File: config.mk
export PLATFORM = sky130hd
export DESIGN_NAME = dtf_ctrl
export DESIGN_NICKNAME = d
export VERILOG_FILES = /design/src/rtl/dtf_pkg.sv /design/src/rtl/dtf_ctrl.sv
export SDC_FILE = /design/constraint.sdc
export NUM_CORES = 1
export LEC_CHECK = 0
export ABC_AREA = 1
export BUFFER_PORTS_ARGS = -buffer_cell sky130_fd_sc_hd__clkbuf_2
export CAP_MARGIN = 20
export CORE_UTILIZATION = 54
export CTS_CLUSTER_DIAMETER = 80
export CTS_CLUSTER_SIZE = 12
export DETAILED_ROUTE_END_ITERATION = 10
export PLACE_DENSITY = 0.74
export SLEW_MARGIN = 20
export SYNTH_ARGS = -nofsm -noshare
export SYNTH_HDL_FRONTEND = slang
export SYNTH_SLANG_ARGS = --single-unit
File: constraint.sdc
create_clock -name aclk -period 1.95 [get_ports aclk]
set_clock_uncertainty 0.1 [all_clocks]
set_input_delay 0.2925 -clock aclk [delete_from_list [all_inputs] [get_ports aclk]]
set_output_delay 0.2925 -clock aclk [all_outputs]
set_load 0.03 [all_outputs]
File: src/rtl/dtf_pkg.sv
// shared types, constants and helper functions for the decimal text to float unit
package dtf_pkg;

    localparam int MAX_CHARS  = 16;
    localparam int NUM_LANES  = 8;
    localparam int LUT_CENTER = 16;
    localparam int NUM_STAGES = 17;

    localparam logic [7:0] CHAR_ZERO  = 8'h30;
    localparam logic [7:0] CHAR_POINT = 8'h2E;

    // internal exponent: bit 31 of the mantissa weighs 2^(exp - 512)
    localparam logic [9:0] EXP_BIAS_SINGLE = 10'd385;
    localparam logic [9:0] EXP_BIAS_PROD   = 10'd393;

    typedef struct packed {
        logic        sign;
        logic [9:0]  exp;
        logic [31:0] mant;
    } op_t;

    function automatic logic [31:0] weight_lut(input logic [4:0] idx);
        logic [31:0] w;
        unique case (idx)
            5'd0:  w = 32'h58635FA9;
            5'd1:  w = 32'h56B5E621;
            5'd2:  w = 32'h551184E7;
            5'd3:  w = 32'h5368D4A5;
            5'd4:  w = 32'h51BA43B7;
            5'd5:  w = 32'h501502F9;
            5'd6:  w = 32'h4E6E6B28;
            5'd7:  w = 32'h4CBEBC20;
            5'd8:  w = 32'h4B189680;
            5'd9:  w = 32'h49742400;
            5'd10: w = 32'h47C35000;
            5'd11: w = 32'h461C4000;
            5'd12: w = 32'h447A0000;
            5'd13: w = 32'h42C80000;
            5'd14: w = 32'h41200000;
            5'd15: w = 32'h3F800000;
            5'd16: w = 32'h00000000;
            5'd17: w = 32'h3DCCCCCD;
            5'd18: w = 32'h3C23D70B;
            5'd19: w = 32'h3A83126F;
            5'd20: w = 32'h38D1B718;
            5'd21: w = 32'h3727C5AD;
            5'd22: w = 32'h358637BE;
            5'd23: w = 32'h33D6BF97;
            5'd24: w = 32'h322BCC79;
            5'd25: w = 32'h30897061;
            5'd26: w = 32'h2EDBE702;
            5'd27: w = 32'h2D2FEC02;
            5'd28: w = 32'h2B8CBCCF;
            5'd29: w = 32'h29E12E18;
            5'd30: w = 32'h283424E0;
            5'd31: w = 32'h26901D80;
        endcase
        return w;
    endfunction

    function automatic logic [5:0] lzc32(input logic [31:0] v);
        logic [5:0] n;
        n = 6'd32;
        for (int i = 0; i < 32; i++) begin
            if (v[i]) begin
                n = 6'(31 - i);
            end
        end
        return n;
    endfunction

    function automatic logic [5:0] lzc36(input logic [35:0] v);
        logic [5:0] n;
        n = 6'd36;
        for (int i = 0; i < 36; i++) begin
            if (v[i]) begin
                n = 6'(35 - i);
            end
        end
        return n;
    endfunction

    function automatic op_t f2op(input logic [31:0] f);
        op_t o;
        o.sign = f[31];
        o.exp  = {2'b00, f[30:23]} + EXP_BIAS_SINGLE;
        o.mant = (f[30:23] == 8'd0) ? 32'd0 : {1'b1, f[22:0], 8'd0};
        return o;
    endfunction

endpackage

File: src/rtl/dtf_ctrl.sv
// valid chain, stage enables and sideband flags of the pipeline
module dtf_ctrl import dtf_pkg::*; (
    input  logic                  aclk,
    input  logic                  aresetn,
    input  logic                  s_tvalid,
    output logic                  s_tready,
    input  logic [4:0]            body_length,
    input  logic                  negative,
    output logic                  m_tvalid,
    input  logic                  m_tready,
    output logic [NUM_STAGES-1:0] stage_en,
    output logic                  neg_out,
    output logic                  fallback_out
);

    logic [NUM_STAGES-1:0] valid_reg;
    logic [NUM_STAGES-1:0] valid_next;
    logic                  neg_reg [NUM_STAGES];
    logic                  fb_reg  [NUM_STAGES];

    always_comb begin
        for (int k = 0; k < NUM_STAGES; k++) begin
            stage_en[k] = m_tready ||
                ((valid_reg | NUM_STAGES'((64'd1 << k) - 64'd1)) != {NUM_STAGES{1'b1}});
        end
        for (int k = 0; k < NUM_STAGES; k++) begin
            if (k == 0) begin
                valid_next[k] = stage_en[k] ? s_tvalid : valid_reg[k];
            end else begin
                valid_next[k] = stage_en[k] ? valid_reg[k-1] : valid_reg[k];
            end
        end
    end

    always_ff @(posedge aclk) begin
        if (!aresetn) begin
            valid_reg <= '0;
        end else begin
            valid_reg <= valid_next;
        end
    end

    always_ff @(posedge aclk) begin
        for (int k = 0; k < NUM_STAGES; k++) begin
            if (stage_en[k]) begin
                if (k == 0) begin
                    neg_reg[k] <= negative;
                    fb_reg[k]  <= (body_length > 5'(MAX_CHARS));
                end else begin
                    neg_reg[k] <= neg_reg[k-1];
                    fb_reg[k]  <= fb_reg[k-1];
                end
            end
        end
    end

    assign s_tready     = stage_en[0];
    assign m_tvalid     = valid_reg[NUM_STAGES-1];
    assign neg_out      = neg_reg[NUM_STAGES-1];
    assign fallback_out = fb_reg[NUM_STAGES-1];

`ifndef SYNTH
    a_full_stall: assert property (@(posedge aclk) disable iff (!aresetn)
        ((valid_reg == {NUM_STAGES{1'b1}}) && !m_tready) |-> !s_tready)
        else $error("full pipeline took a request while output stalled");

    a_count_kept: assert property (@(posedge aclk) disable iff (!aresetn)
        ($past(aresetn) && !$past(s_tvalid && s_tready) && !$past(m_tvalid && m_tready))
        |-> ($countones(valid_reg) == $countones($past(valid_reg))))
        else $error("request lost or duplicated inside pipeline");

    a_entry: assert property (@(posedge aclk) disable iff (!aresetn)
        (s_tvalid && s_tready) |=> valid_reg[0])
        else $error("accepted request missing from first stage");
`endif

endmodule

==> results of run 1 <==
placed cells by master (no fill, tap or decap), types with 2 or more instances in the layout:
master,count
dfxtp_2,9
clkbuf_4,6
nor2_1,10
buf_4,24
nor2_2,4
nand4_1,4
clkbuf_2,19
nand2_2,11
dfxtp_4,6
inv_2,2
edfxtp_1,34
a21oi_1,12
buf_2,2
clkbuf_8,2
nor2_4,5
dfxtp_1,2
nand2_1,17
buf_6,2
a21oi_2,2
inv_1,24
nand3_1,5
cell families (layout without fill, tap and decap cells):
family / after synthesis / after routing
simple gates: 63 / 63
compound gates: 15 / 15
flops: 51 / 51
buf+inv: 30 / 88
critical path, cell delays in order (launching register included):
cell	delay, ns
dfxtp_2	0.42
nand2_2	0.09
inv_1	0.09
nand2_1	0.08
nand3b_4	0.16
or2_4	0.24
buf_8	0.14
what timing repair did:
action	CTS	global route
hold buffers	1	0
buffers inserted	8	11
endpoints found under the hold margin	1	0
gates resized for setup	30	39
endpoints found under the setup margin	9	13
pin swaps	3	9
cell type report:
class	instances	share of cell area [%]
flip-flops and latches	51	56.28
multi-input cells	78	18.88
repair buffers	52	14.84
inverters	28	4.392
well taps	44	2.221
clock inverters	3	1.868
clock buffers	5	1.514
layer usage:
layer	GRT usage, %	wire (µm)	vias up
met1	31.35	1877	693
met3	8.316	325	20
met2	35.64	2271	76
met4	6.169	167	0
li1	-	-	637
met5	0	0	-
power breakdown:
group          switching [mW]  leakage [nW]  internal [mW]  total [mW]
sequential             0.0174         0.509           1.19        1.20
clock                   0.357        0.0418          0.274       0.631
combinational          0.0239         0.427         0.0144      0.0383
total                   0.399         0.978           1.48        1.87
final timing paths:
kind,startpoint,end,slack (ns),depth (start not counted)
worst min-delay path,s_tvalid,valid_reg[0]$_SDFFE_PN0P_,0.02,3
worst min register to register,neg_reg[0][13]$_DFFE_PP_,neg_reg[0][14]$_DFFE_PP_,0.34,0
worst max register to register,valid_reg[9]$_SDFFE_PN0P_,fb_reg[0][2]$_DFFE_PP_,0.35,7
worst max-delay path,valid_reg[9]$_SDFFE_PN0P_,stage_en[3],-0.05,6
through the flow:
| stage | utilization [%] | instances | setup TNS (ns) | cell area (µm²) |
|---|---|---|---|---|
| after global routing | 78.61 | 261 | -0.7724 | 2479 |
| after CTS | 73.81 | 250 | -0.008829 | 2327 |
| after detailed placement | 66.35 | 233 | 0 | 2092 |
| after floorplan | - | 159 | 0 | 1883 |
| final | 78.61 | 261 | -0.1623 | 2479 |
| after global placement | 66.35 | 233 | 0 | 2092 |
==> impl_metrics.json, run 1 <==
{
  "area.growth.synth_to_final_pct": 32.95,
  "synthXorXnorAreaFrac_pct": 0,
  "grt_pass1_vias": 1177,
  "hold_viol_final": 0,
  "avgSynthCellArea_um2": 11.73,
  "numCtsBuffers": 5,
  "cp.required_ns": 1.56,
  "tightestPinTransition_ns": 0.5508,
  "synth_area_um2": 1864,
  "clockRootBuffer": "clkbuf_4",
  "synth_fa_ha_area_share_pct": 0,
  "core-area_um2": 3153,
  "violations": "setup timing",
  "yosysWarnings": 0,
  "fp.dieH_um": 60.76,
  "grt_pass1_wl_mm": 5.809,
  "pre_cts_ws_ns": 0.1486,
  "synth_compound_area_share_pct": 4.564,
  "synth_most_common_cell": "edfxtp_1",
  "cts.sinks": 51,
  "initial_core_util_pct": 59.13,
  "routed_via_density": 5.464,
  "status": "complete, but fails checks",
  "yosys-top-cells-area": "edfxtp_1, dfxtp_1, inv_1",
  "register_area_um2": 1395,
  "hold_ws_ns": 0.01626,
  "synthDistinctLibCells": 22,
  "diodes": 0,
  "port_buffers": 30,
  "crit_fanout": 3,
  "synth_nets": 169,
  "setup_slack_ns": -0.04845,
  "async_flop_share_pct": 0,
  "path_class": "flop to output port",
  "synth_flop_cell": "edfxtp_1",
  "h-tree-depth": 2,
  "ys_seq_elements": 51,
  "powerDensity_nw_per_um2": 756.1,
  "std_cell_rows": 20,
  "finalCritPeriodShare_pct": 102.5,
  "die-area_um2": 3691,
  "cts_tree": "yes",
  "multi_input_area_um2": 467.9,
  "muxShareOfSynthArea_pct": 0,
  "cp-end-kind": "output port",
  "slew_headroom_pct": 63.24,
  "overflow": 0,
  "p_leak_nw": 0.9780,
  "period_needed_ns": 1.998,
  "firstDrtPassIters": 4,
  "yosysTopAreaCellShare_pct": 54.77,
  "synth_seq_area_share_pct": 73.02,
  "antenna_found_initial": 0,
  "synthesis.instances": 159,
  "clk_pin_slew_ns": 0.17,
  "slew_viol_final": 0,
  "dp_hpwl_mm": 2.564,
  "ir_worst_vdd_v": 0.0005483,
  "hp-class": "input pin to flop",
  "final_antenna_net_count": 0,
  "grt_max_degree": 18,
  "drc_errors": 0,
  "drt-initial-drc-count": 135,
  "finalNetCount": 226,
  "cts_buffer_depth": 2,
  "synthTopCellsByCount": "edfxtp_1, inv_1, nand2_1",
  "vias": 1426,
  "max_freq_mhz": 500.4,
  "grt_setup_unrepaired": "yes",
  "clock_latency_ns": 0.39,
  "routabilityCongestion": 0.8912,
  "yosys.area_share.simple_pct": 16.04,
  "fillers": 196,
  "p_total_mw": 1.874,
  "startpoint_type": "flop",
  "setup_viol": 5,
  "arrival_ns": 1.61,
  "die_x_um": 60.76,
  "yosysTopAreaCell": "edfxtp_1",
  "track_usage_pct": 23.12,
  "timing.max_cap.violations": 0,
  "routed_wirelength_mm": 4.641,
  "routedWlPerCell_um": 17.78,
  "synth_edf_count": 34,
  "drive_gt1_share_pct": 48.39,
  "ios": 31,
  "synth_top_family_by_area": "simple AND/OR/NAND/NOR gates"
}
No activity file was read; power rests on OpenSTA's default activity.
==> run 2: changes to the inputs <==
- ABC_AREA: 1 -> unset
- CELL_PAD_IN_SITES_DETAIL_PLACEMENT: unset -> 1
- CELL_PAD_IN_SITES_GLOBAL_PLACEMENT: unset -> 1
- CORE_UTILIZATION: 54 -> 44
==> impl_metrics.json, run 2 <==
{
  "h-tree-depth": 2,
  "routabilityCongestion": 0.7360,
  "synth_nets": 136,
  "slowest_delay_ns": 0.38,
  "muxShareOfSynthArea_pct": 0,
  "synth_fa_ha_area_share_pct": 0,
  "dp_hpwl_mm": 2.588,
  "finalInstanceArea_um2": 2213,
  "cpLargestDelayFamily": "simple AND/OR/NAND/NOR gates",
  "hp-class": "input pin to flop",
  "fp.dieH_um": 65.59,
  "area.growth.synth_to_final_pct": 24.40,
  "tns_ns": 0,
  "combinationalPowerShare_pct": 1.8,
  "grt_setup_unrepaired": "yes",
  "synthDistinctLibCells": 28,
  "max_freq_mhz": 513.2,
  "synthTopCellsByCount": "edfxtp_1, dfxtp_1, nand2_1",
  "vias": 1135,
  "port_buffers": 30,
  "clockRootBuffer": "clkbuf_8",
  "clk_pin_slew_ns": 0.09,
  "setup_viol": 0,
  "slowest_stage": "dfxtp_4",
  "synthXorXnorAreaFrac_pct": 0,
  "holdBufCountCts": 0,
  "synth_flop_cell": "edfxtp_1",
  "diodes": 0,
  "die_x_um": 65.59,
  "tightestPinTransition_ns": 0.3083,
  "powerDensity_nw_per_um2": 810.3,
  "mostFrequentLayoutCells": "edfxtp_1, clkbuf_2, nand2_1",
  "synthesis.instances": 126,
  "synth_compound_area_share_pct": 6.540,
  "switchingPower_mw": 0.3461,
  "yosysTopAreaCellShare_pct": 57.38,
  "hold_viol_final": 0,
  "path_class": "flop to output port",
  "arrival_ns": 1.56,
  "synth_area_um2": 1779,
  "drt-initial-drc-count": 110,
  "die-area_um2": 4302,
  "pre_cts_ws_ns": 0.1556,
  "synth_most_common_cell": "edfxtp_1",
  "timing.max_cap.violations": 0,
  "slew_viol_final": 0,
  "synth_top_family_by_area": "simple AND/OR/NAND/NOR gates",
  "avgSynthCellArea_um2": 14.12,
  "crit_chain": "and4b_2 -> and3_4 -> nand4_1 -> buf_4",
  "cts_buffer_depth": 2,
  "numCtsBuffers": 5,
  "yosys.area_share.simple_pct": 14.35,
  "routed_via_density": 5.255,
  "yosysWarnings": 0,
  "grt_pass1_vias": 1109,
  "ys_seq_elements": 51,
  "grt_max_degree": 16,
  "grt_pass1_wl_mm": 5.954,
  "antenna_found_initial": 0,
  "finalNetCount": 177,
  "p_leak_nw": 0.8144,
  "synth_seq_area_share_pct": 76.51,
  "status": "complete, no violations",
  "overflow": 0,
  "final_antenna_net_count": 0,
  "internal_power_mw": 1.447,
  "cts_tree": "yes",
  "period_needed_ns": 1.949,
  "firstDrtPassIters": 4,
  "startpoint_type": "flop",
  "track_usage_pct": 19.66,
  "ir_worst_vdd_v": 0.0004367,
  "setup_slack_ns": 0.001473,
  "routedWlPerCell_um": 17.33,
  "routed_wirelength_mm": 3.743,
  "cp-end-kind": "output port",
  "final_common_cell": "edfxtp_1",
  "clock_latency_ns": 0.29,
  "ios": 31,
  "finalCritPeriodShare_pct": 99.92,
  "async_flop_share_pct": 0,
  "drc_errors": 0,
  "cp.required_ns": 1.56,
  "seqPwrFrac_pct": 67.3,
  "cts.sinks": 51,
  "crit_fanout": 6,
  "hold_ws_ns": 0.07930,
  "std_cell_rows": 22,
  "drive_gt1_share_pct": 39.29,
  "postLayoutCoreUtil_pct": 58.69,
  "cp_num_buf_inv": 1,
  "yosys-top-cells-area": "edfxtp_1, dfxtp_1, nand2_1",
  "placedInstanceArea_um2": 1994,
  "initial_core_util_pct": 47.18,
  "core-area_um2": 3771,
  "switching_share_pct": 19.30,
  "yosysTopAreaCell": "edfxtp_1",
  "synth_edf_count": 34,
  "clock_power_share_pct": 30.9,
  "slew_headroom_pct": 79.32
}
run 2: cells by family after synthesis:
group	count (synthesis)
AOI/OAI and AO/OA	16
buffers and inverters	11
DFF	51
and+or+nand+nor	48
run 2: power by group through the flow:
stage          Sequential (mW)  Combinational (mW)  Clock (mW)
3_5_place_dp              1.23              0.0317           0
4_1_cts                   1.21              0.0319       0.573
6_report                  1.21              0.0317       0.555
3_3_place_gp              1.23              0.0305           0
5_1_grt                   1.21              0.0353       0.625
2_1_floorplan             1.23              0.0114           0
run 2: stage by stage:
| step | std cells | total power [mW] |
|---|---|---|
| 3_5_place_dp | 202 | 1.266 |
| 5_1_grt | 216 | 1.872 |
| 6_report | 216 | 1.793 |
| 4_1_cts | 213 | 1.816 |
| 2_1_floorplan | 126 | 1.242 |
| 3_3_place_gp | 202 | 1.262 |
run 2: repair_timing:
action / in CTS / in global routing
gates resized for setup: 23 / 16
gates cloned: 1 / 0
pin swaps: 2 / 2
setup endpoints to repair: 13 / 13
buffers inserted: 2 / 3
run 2: routing by layer:
layer | wire, µm | share of wire, % | global-route usage (%) | up-vias
met2 | 1976 | 53 | 34.02 | 24
met5 | 0 | 0 | 0 | -
met4 | 25 | 0.67 | 4.891 | 0
li1 | - | - | - | 554
met1 | 1604 | 43 | 24.17 | 552
met3 | 137 | 3.7 | 5.382 | 5
run 2: layout make-up:
cell class                 count  area, µm²
fill                         377       1558
sequential                    51       1380
multi-input combinational     65      415.4
timing repair buffer          37      251.5
clock buffer                   6      72.57
tap                           48      60.06
inverter                       7      26.28
clock inverter                 2      7.507
run 2: worst paths after layout:
check | from | end | slack, ns | cells past startpoint
hold reg to reg | neg_reg[0][8]$_DFFE_PP_ | neg_reg[0][9]$_DFFE_PP_ | 0.32 | 0
hold / removal | negative | neg_reg[0][0]$_DFFE_PP_ | 0.08 | 1
setup / recovery | valid_reg[11]$_SDFFE_PN0P_ | stage_en[0] | 0.001 | 4
setup reg to reg | valid_reg[11]$_SDFFE_PN0P_ | neg_reg[0][0]$_DFFE_PP_ | 0.28 | 5
