File: config.mk
export PLATFORM = sky130hd
export DESIGN_NAME = dtf_fadd
export DESIGN_NICKNAME = d
export VERILOG_FILES = /design/src/rtl/dtf_pkg.sv /design/src/rtl/dtf_fadd.sv
export SDC_FILE = /design/constraint.sdc
export NUM_CORES = 1
export LEC_CHECK = 0
export BUFFER_PORTS_ARGS = -buffer_cell sky130_fd_sc_hd__buf_2
export CAP_MARGIN = 40
export CORE_ASPECT_RATIO = 0.75
export CORE_MARGIN = 2
export CORE_UTILIZATION = 30
export CTS_CLUSTER_DIAMETER = 200
export CTS_CLUSTER_SIZE = 40
export DETAILED_ROUTE_END_ITERATION = 10
export HOLD_SLACK_MARGIN = 0.08
export PLACE_DENSITY_LB_ADDON = 0.1
export REMOVE_ABC_BUFFERS = 1
export SYNTH_ARGS = -nofsm -noshare
export SYNTH_HDL_FRONTEND = slang
export SYNTH_SLANG_ARGS = --single-unit
File: constraint.sdc
create_clock -name aclk -period 12 [get_ports aclk]
set_input_delay 1.2 -clock aclk [delete_from_list [all_inputs] [get_ports aclk]]
set_output_delay 1.2 -clock aclk [all_outputs]
set_load 0.1 [all_outputs]
File: src/rtl/dtf_pkg.sv
// shared types, constants and helper functions for the decimal text to float unit
package dtf_pkg;

    localparam int MAX_CHARS  = 16;
    localparam int NUM_LANES  = 8;
    localparam int LUT_CENTER = 16;
    localparam int NUM_STAGES = 17;

    localparam logic [7:0] CHAR_ZERO  = 8'h30;
    localparam logic [7:0] CHAR_POINT = 8'h2E;

    // internal exponent: bit 31 of the mantissa weighs 2^(exp - 512)
    localparam logic [9:0] EXP_BIAS_SINGLE = 10'd385;
    localparam logic [9:0] EXP_BIAS_PROD   = 10'd393;

    typedef struct packed {
        logic        sign;
        logic [9:0]  exp;
        logic [31:0] mant;
    } op_t;

    function automatic logic [31:0] weight_lut(input logic [4:0] idx);
        logic [31:0] w;
        unique case (idx)
            5'd0:  w = 32'h58635FA9;
            5'd1:  w = 32'h56B5E621;
            5'd2:  w = 32'h551184E7;
            5'd3:  w = 32'h5368D4A5;
            5'd4:  w = 32'h51BA43B7;
            5'd5:  w = 32'h501502F9;
            5'd6:  w = 32'h4E6E6B28;
            5'd7:  w = 32'h4CBEBC20;
            5'd8:  w = 32'h4B189680;
            5'd9:  w = 32'h49742400;
            5'd10: w = 32'h47C35000;
            5'd11: w = 32'h461C4000;
            5'd12: w = 32'h447A0000;
            5'd13: w = 32'h42C80000;
            5'd14: w = 32'h41200000;
            5'd15: w = 32'h3F800000;
            5'd16: w = 32'h00000000;
            5'd17: w = 32'h3DCCCCCD;
            5'd18: w = 32'h3C23D70B;
            5'd19: w = 32'h3A83126F;
            5'd20: w = 32'h38D1B718;
            5'd21: w = 32'h3727C5AD;
            5'd22: w = 32'h358637BE;
            5'd23: w = 32'h33D6BF97;
            5'd24: w = 32'h322BCC79;
            5'd25: w = 32'h30897061;
            5'd26: w = 32'h2EDBE702;
            5'd27: w = 32'h2D2FEC02;
            5'd28: w = 32'h2B8CBCCF;
            5'd29: w = 32'h29E12E18;
            5'd30: w = 32'h283424E0;
            5'd31: w = 32'h26901D80;
        endcase
        return w;
    endfunction

    function automatic logic [5:0] lzc32(input logic [31:0] v);
        logic [5:0] n;
        n = 6'd32;
        for (int i = 0; i < 32; i++) begin
            if (v[i]) begin
                n = 6'(31 - i);
            end
        end
        return n;
    endfunction

    function automatic logic [5:0] lzc36(input logic [35:0] v);
        logic [5:0] n;
        n = 6'd36;
        for (int i = 0; i < 36; i++) begin
            if (v[i]) begin
                n = 6'(35 - i);
            end
        end
        return n;
    endfunction

    function automatic op_t f2op(input logic [31:0] f);
        op_t o;
        o.sign = f[31];
        o.exp  = {2'b00, f[30:23]} + EXP_BIAS_SINGLE;
        o.mant = (f[30:23] == 8'd0) ? 32'd0 : {1'b1, f[22:0], 8'd0};
        return o;
    endfunction

endpackage

File: src/rtl/dtf_fadd.sv
// three stage exact sum of two operands, rounded to nearest even single
module dtf_fadd import dtf_pkg::*; (
    input  logic        aclk,
    input  logic [2:0]  en,
    input  op_t         a,
    input  op_t         b,
    output logic [31:0] result
);

    op_t         na_reg, nb_reg, na_next, nb_next;
    logic [5:0]  lz_a, lz_b;

    op_t         big, sml;
    logic        swap;
    logic [9:0]  diff;
    logic [5:0]  sh;
    logic [34:0] wide, shifted, lost, aligned;
    logic [35:0] sum_next, sum_reg;
    logic [9:0]  exp_reg;
    logic        sign_reg;

    logic [5:0]  lz;
    logic [35:0] norm;
    logic [23:0] mant24;
    logic        up;
    logic [24:0] rounded;
    logic [9:0]  exp_res;
    logic [31:0] result_next, result_reg;

    // operand normalisation
    always_comb begin
        lz_a         = lzc32(a.mant);
        lz_b         = lzc32(b.mant);
        na_next.sign = a.sign;
        na_next.exp  = a.exp - {4'd0, lz_a};
        na_next.mant = a.mant << lz_a;
        nb_next.sign = b.sign;
        nb_next.exp  = b.exp - {4'd0, lz_b};
        nb_next.mant = b.mant << lz_b;
    end

    // alignment with sticky and add
    always_comb begin
        swap    = {|nb_reg.mant, nb_reg.exp, nb_reg.mant} >
                  {|na_reg.mant, na_reg.exp, na_reg.mant};
        big     = swap ? nb_reg : na_reg;
        sml     = swap ? na_reg : nb_reg;
        diff    = big.exp - sml.exp;
        sh      = (diff[9:6] != 4'd0) ? 6'd63 : diff[5:0];
        wide    = {sml.mant, 3'b000};
        shifted = wide >> sh;
        lost    = wide & ~({35{1'b1}} << sh);
        aligned = shifted | {34'd0, |lost};
        if (big.sign ^ sml.sign) begin
            sum_next = {1'b0, big.mant, 3'b000} - {1'b0, aligned};
        end else begin
            sum_next = {1'b0, big.mant, 3'b000} + {1'b0, aligned};
        end
    end

    // normalise and round
    always_comb begin
        lz      = lzc36(sum_reg);
        norm    = sum_reg << lz;
        mant24  = norm[35:12];
        up      = norm[11] & ((|norm[10:0]) | mant24[0]);
        rounded = {1'b0, mant24} + {24'd0, up};
        exp_res = exp_reg + 10'd1 - {4'd0, lz} - EXP_BIAS_SINGLE + {9'd0, rounded[24]};
        if (sum_reg == 36'd0) begin
            result_next = 32'd0;
        end else begin
            result_next = {sign_reg, exp_res[7:0], rounded[24] ? 23'd0 : rounded[22:0]};
        end
    end

    always_ff @(posedge aclk) begin
        if (en[0]) begin
            na_reg <= na_next;
            nb_reg <= nb_next;
        end
        if (en[1]) begin
            sum_reg  <= sum_next;
            exp_reg  <= big.exp;
            sign_reg <= big.sign;
        end
        if (en[2]) begin
            result_reg <= result_next;
        end
    end

    assign result = result_reg;

endmodule

==> results of run 1 <==
==> cells in the mapped netlist (21+ instances only) <==
cell type    n
nor3_1      60
ha_1       135
nor2b_1     30
nand4_1     33
inv_1      155
xnor2_1     45
a21o_1      31
nor4_1      41
and3_1      24
a211oi_1    37
o21ai_0    163
a21oi_1    225
xor2_1      31
or3_1       21
o211ai_1    30
nor2_1     253
o21bai_1    42
nand2_1    272
nand3_1     89
o31ai_1     27
mux2_2      53
and2_1      23
o22ai_1     26
mux2i_1    178
edfxtp_1   163
mux4_2      22
clkbuf_1   111
==> power by group through the flow <==
stage	sequential, mW	combinational (mW)	clock [mW]
after floorplan	1.18	1.51	0
after global placement	0.914	2.69	0
final	0.907	2.78	0.573
after detailed placement	0.918	2.67	0
after global routing	0.922	2.96	0.610
after CTS	0.905	2.68	0.593
==> what timing repair did <==
| item | CTS | global route |
|---|---|---|
| buffers inserted | 0 | 5 |
| setup endpoints to repair | 0 | 5 |
| hold buffers | 0 | 0 |
| gates resized for setup | 0 | 6 |
==> metrics by stage <==
| step | instance area [um^2] | hold slack [ns] |
|---|---|---|
| after floorplan | 20600 | 0.509 |
| after global placement | 23000 | 0.557 |
| after detailed placement | 23100 | 0.556 |
| after CTS | 23700 | 0.607 |
| after global routing | 23800 | 0.637 |
| final | 23800 | 0.584 |
==> path summary, 6_finish.rpt <==
path / endpoint / slack (ns) / depth (start not counted)
setup / recovery: sum_reg[33] / 0.84 / 51
hold / removal: result[31] / 0.58 / 1
setup reg to reg: sum_reg[33] / 0.84 / 51
hold reg to reg: result[31] / 0.58 / 1
==> layout by cell type, fill, tap and decap left out, types with 26 or more instances in the layout <==
cell	netlist	layout
a21oi_1	225	224
o21bai_1	42	40
inv_1	155	155
nand4_1	33	33
o31ai_1	27	26
xnor2_1	45	44
buf_4	6	78
xor2_1	31	30
mux2i_1	178	178
a21o_1	31	31
o21ai_0	163	161
nand3_1	89	89
nor3_1	60	59
ha_1	135	135
nand2_1	272	272
a211oi_1	37	37
o22ai_1	26	26
nor2b_1	30	30
buf_2	14	125
nor4_1	41	40
edfxtp_1	163	163
mux2_2	53	53
o211ai_1	30	30
nor2_1	253	252
==> final cells by class <==
class / instances / area share (%)
multi-input combinational: 2200 / 64.2
sequential: 163 / 20.6
timing repair buffer: 206 / 5.28
tap: 946 / 4.97
inverter: 159 / 2.51
clock buffer: 17 / 1.79
clock inverter: 15 / 0.678
==> metal layers <==
layer / GRT usage [%] / vias up
met1: 40.3 / 10700
met4: 5.01 / 0
met3: 4.99 / 88
met5: 0 / -
li1: - / 10200
met2: 32.3 / 1069
==> critical path: cells and delay by family, from the launching register on <==
family	cells	cell delay, ns
xor+xnor	1	0.14
flops	1	0.47
simple gates	14	3.36
compound gates	27	4.93
buf+inv	5	0.79
fa+ha+maj	4	1.23
==> kinds of logic after synthesis <==
logic type | count (synthesis) | synth area share, %
AO/OA/AOI/OAI | 809 | 25.5
XOR/XNOR | 76 | 3.14
adder cells (fa/ha/maj) | 139 | 8.33
buffers and inverters | 303 | 5.62
flip-flops | 163 | 23.1
multiplexers | 254 | 13.6
AND/OR/NAND/NOR | 921 | 20.7
==> results.md, run 1 <==
* Status: finished, final reports clean
* Clock Skew at 0.0205 ns
* RSZ-0062 raised after global routing: no
* Placed cells at 3668
* Synth Flop Type: edfxtp_1
* Least-Margin Pin Slew at 1.00 ns
* Pin count of the biggest net entering global routing at 63
* Top layer in use: met4
* Final period util at 93.0%
* Io pins at 122
* Pwr per Cell Area at 179 mW/mm^2
* Metal2 WL at 34100 um
* RePlAce Congestion at 0.997
* CP Launch Type: flop
* R2R Path Start: nb_reg[20]
* DP HPWL at 73400 um
* Crit. End Element: flop
* Max Cap Violations at 0
* Leakage at 9.82 nW
* Kind of critical path: reg2reg
* Die area at 0.0729 mm^2
* GRT overflow at 0
* Maximum vdd drop at 115 uV
* Reg clk slew, reported paths at 0.08 ns
* Drt total wl at 91700 um
* Initial antenna violation count at 0
* Rel. slew slack at 32.7%
* Mapped Area at 0.0212 mm^2
* Area of the multi-input gates at 0.0153 mm^2
* Top cell type's share of synthesized area at 23.1%
* Routed Antenna Nets at 0
* Asr flop ratio synth at 0%
* Layout Area Growth over Synthesis at 12.1%
* CP peak stage delay at 0.60 ns
* Number of synthesized flops with an enable pin at 163
* CTS tree: yes
* First-pass GRT wire length at 136000 um
* TritonCTS buffer count at 17
* Synth Instances at 2665
* Clock network power share at 13.4%
* CTS root buffer: clkbuf_16
* Pint at 1.93 mW
* WL per Instance at 24.7 um
* H-tree lvl count at 4
* Initial core utilization at 30.3%
* Combinational cell fraction of total power at 65.3%
* Min-delay src: sign_reg
* Switching share of power at 54.8%
* Rows at 84
* Final cell utilization of the core at 33.9%
* Layout Cells excl Fill at 3706
* Min cycle time layout at 11.16 ns
* Crit path from: nb_reg[20]
* Crit path top cell by count: a21oi_1
* Place WS at 0.663 ns
* CTS sink cnt at 163
* Count of different cell masters after synthesis at 108
* # nets final at 2976
* Top cells by area, synth: edfxtp_1 23%, mux2i_1 8.4%, ha_1 8.0%
* Seq cells post-synth at 163
* Final setup vio count at 0
* Fin worst setup slack at 0.839 ns
* Setup Total Neg Slack at 0 ns
* Met3 wire len at 8430 um
* Via count at 22100
* Met1 Wirelength at 47700 um
* CTS max path bufs at 2
* Initial DRC count at 2833
* Fmax at 89.6 MHz
* Syn Area/Cell at 7.96 um^2
* CP max-delay cell: or4_4
* Sequential fraction of the synthesis area at 23.1%
* Slew Limit Fails at 0
* Yosys warns at 0
* Min-delay worst type: reg2reg
* Worst skew pair latency at 0.51 ns
* Worst path required time at 12.27 ns
* P_sw at 2.34 mW
* Buffers added on ports at 121
* All-Layer GR Usage at 24.8%
* Post-route DRC at 0
* Ant diodes at 0
* Pre-antenna DRT Iters at 6
* Die H at 234 um
* Seq pwr share at 21.3%
* Core Area at 0.0701 mm^2
* Die W at 311 um
* Final Hold Fails at 0
* Routed vias/inst at 5.95
* # fillers at 7427
* Leading area contributor after synthesis: edfxtp_1
* Critical path arrival at 11.43 ns
* FF+latch area at 0.00489 mm^2
* Share of layout cells above drive strength 1 at 14.1%
* Pwr Total at 4.26 mW
* Worst-path maximum fanout at 15
* Vias in the first global route at 20200
(Power assumes the default switching activity.)
==> run 2: changes to the inputs <==
--- a/config.mk
+++ b/config.mk
@@ -16,3 +16,3 @@
 export HOLD_SLACK_MARGIN = 0.08
-export PLACE_DENSITY_LB_ADDON = 0.1
+export PLACE_DENSITY = 0.44
 export REMOVE_ABC_BUFFERS = 1
==> constraint.sdc (replaced) <==
create_clock -name aclk -period 12 [get_ports aclk]
set_input_delay 1.8 -clock aclk [delete_from_list [all_inputs] [get_ports aclk]]
set_output_delay 1.8 -clock aclk [all_outputs]
set_load 0.1 [all_outputs]
==> run 2 against run 1 <==
- die area is the same
- core utilization rose by 0.16 points
- global-route usage grew 0.061 points
- cell area grew 0.48%
- total power increased by 1.5%
- first-iteration DRC count decreased by 3.1%
- clock power rose by 1%
- sequential share of layout area down 0.099 points
- wire length increased by 0.82%
- via count fell by 0.87%
- critical endpoint unchanged
- largest power group unchanged
- highest routed layer unchanged
==> results.md, run 2 (synthesis gave the netlist of run 1 again) <==
* Status: finished, final reports clean
* Die area at 0.0729 mm^2 (unchanged)
* Die W at 311 um (unchanged)
* # nets final at 2990 (+0.47%)
* CTS sink cnt at 163 (unchanged)
* Buffers added on ports at 121 (unchanged)
* Vias in the first global route at 20300 (+0.089%)
* Maximum vdd drop at 91.0 uV (-21%)
* Max Cap Violations at 0 (unchanged)
* Pwr Total at 4.32 mW (+1.5%)
* Area of the multi-input gates at 0.0153 mm^2 (about the same)
* Layout Area Growth over Synthesis at 12.6%
* Leakage at 9.90 nW (+0.82%)
* RSZ-0062 raised after global routing: no
* Buffers & Inverters on Critical Path at 3 (-2)
* Routed vias/inst at 5.88 (-1.2%)
* TritonCTS buffer count at 17 (unchanged)
* Setup Total Neg Slack at 0 ns (unchanged)
* # hold bufs at CTS at 0 (unchanged)
* Io pins at 122 (unchanged)
* CP top delay family: compound AO/OA/AOI/OAI gates
* GRT overflow at 0 (unchanged)
* Post-route DRC at 0 (unchanged)
* Share of layout cells above drive strength 1 at 14.4% (+0.36 points)
* CP peak stage delay at 0.60 ns (about the same)
* Commonest non-fill, non-tap cells in the layout: 272 x nand2_1, 252 x nor2_1, 225 x a21oi_1
* First-pass GRT wire length at 136000 um (about the same)
* Min cycle time layout at 11.04 ns (-0.126 ns)
* Pin count of the biggest net entering global routing at 64 (+1.6%)
* Ant diodes at 0 (unchanged)
* Worst-path maximum fanout at 14 (-1)
* CP Launch Type: flop
* WL per Instance at 24.8 um (+0.44%)
* Worst skew pair latency at 0.52 ns (about the same)
* Die H at 234 um (unchanged)
* Routed Antenna Nets at 0 (unchanged)
* Crit. End Element: flop
* Place WS at 0.599 ns (-0.0644 ns)
* Post-DP Area at 0.0232 mm^2 (+0.24%)
* CTS tree: yes
* Core Area at 0.0701 mm^2 (unchanged)
* Pre-antenna DRT Iters at 7 (+1)
* Initial DRC count at 2746 (-3.1%)
* Final Hold Fails at 0 (unchanged)
* Reg clk slew, reported paths at 0.08 ns (about the same)
* FF+latch area at 0.00489 mm^2 (unchanged)
* Initial core utilization at 30.3% (unchanged)
* Slew Limit Fails at 0 (unchanged)
* H-tree lvl count at 4 (unchanged)
* Crit path top cell by count: a21oi_1
* Via count at 21900 (-0.87%)
* CP max-delay cell: or4_4
* Final setup vio count at 0 (unchanged)
* Fmax at 90.6 MHz (+1.1%)
* Pwr per Cell Area at 181 mW/mm^2 (+0.96%)
* RePlAce Congestion at 0.981 (-1.6%)
* Rows at 84 (unchanged)
* Commonest non-fill, non-tap cell in the layout: nand2_1
* DP HPWL at 73700 um (+0.37%)
* Min-delay worst type: reg2reg
* Initial antenna violation count at 1 (+1)
* Critical path arrival at 11.28 ns (-0.15 ns)
* CTS max path bufs at 2 (unchanged)
* All-Layer GR Usage at 24.9% (+0.061 points)
* Kind of critical path: reg2reg
* Drt total wl at 92400 um (+0.82%)
* CTS root buffer: clkbuf_16
* Rel. slew slack at 26.3% (-6.4 points)
* Final period util at 92.0% (-1.1 points)
* Least-Margin Pin Slew at 1.11 ns (+0.106 ns)
* Clock Skew at 0.0235 ns (+0.00297 ns)
* # fillers at 7497 (+0.94%)
* Fin worst setup slack at 0.965 ns (+0.126 ns)
* Final Instance Area at 0.0239 mm^2 (+0.48%)
* Worst path required time at 12.25 ns (-0.02 ns)
==> run 2: final cells by class <==
class                           instances  share of cell area (%)
Multi-Input combinational cell       2200                    63.9
Tap cell                              946                    4.95
Clock buffer                           17                    1.78
Clock inverter                         15                   0.649
Sequential cell                       163                    20.5
Timing Repair Buffer                  220                    5.76
Inverter                              159                    2.50
==> run 2: what timing repair did <==
action / CTS / global route
endpoints found under the hold margin: 0 / 0
setup buffers: 0 / 12
endpoints found under the setup margin: 0 / 7
resized for setup: 0 / 7
==> run 2: final timing paths <==
path / cells past startpoint / start / end / slack [ns]
worst min-delay path: 1 / sign_reg / result[31] / 0.54
worst max register to register: 44 / nb_reg[10] / sum_reg[33] / 0.96
worst max-delay path: 44 / nb_reg[10] / sum_reg[33] / 0.96
worst min register to register: 1 / sign_reg / result[31] / 0.54
==> run 2: worst register-to-register path: cells and delay by family (launching register included) <==
kind	cells	cell delay (ns)
xor+xnor	1	0.15
compound gates	25	5.49
simple gates	12	3.12
buf+inv	3	0.54
fa+ha+maj	3	1.01
flops	1	0.46
==> run 2: where the power goes <==
group	leakage, nW	total, mW	internal [mW]	switching (mW)
combinational	8.02	2.84	0.882	1.96
sequential	1.60	0.902	0.796	0.106
clock	0.284	0.579	0.278	0.301
==> run 2: routing by layer <==
metal | vias up | global-route usage [%] | share of wire [%]
met4 | 0 | 4.82 | 1.4
met5 | - | 0 | 0
met2 | 967 | 33.1 | 38
li1 | 10200 | - | -
met3 | 71 | 7.17 | 9.8
met1 | 10600 | 38.6 | 51
==> run 2: stage by stage <==
stage	util (%)	cells	hold WS, ns
3_3_place_gp	32.9	3658	0.537
3_5_place_dp	33.1	3675	0.528
5_1_grt	34.1	3720	0.587
4_1_cts	33.9	3707	0.545
2_1_floorplan	-	2521	0.509
6_report	34.1	3720	0.540
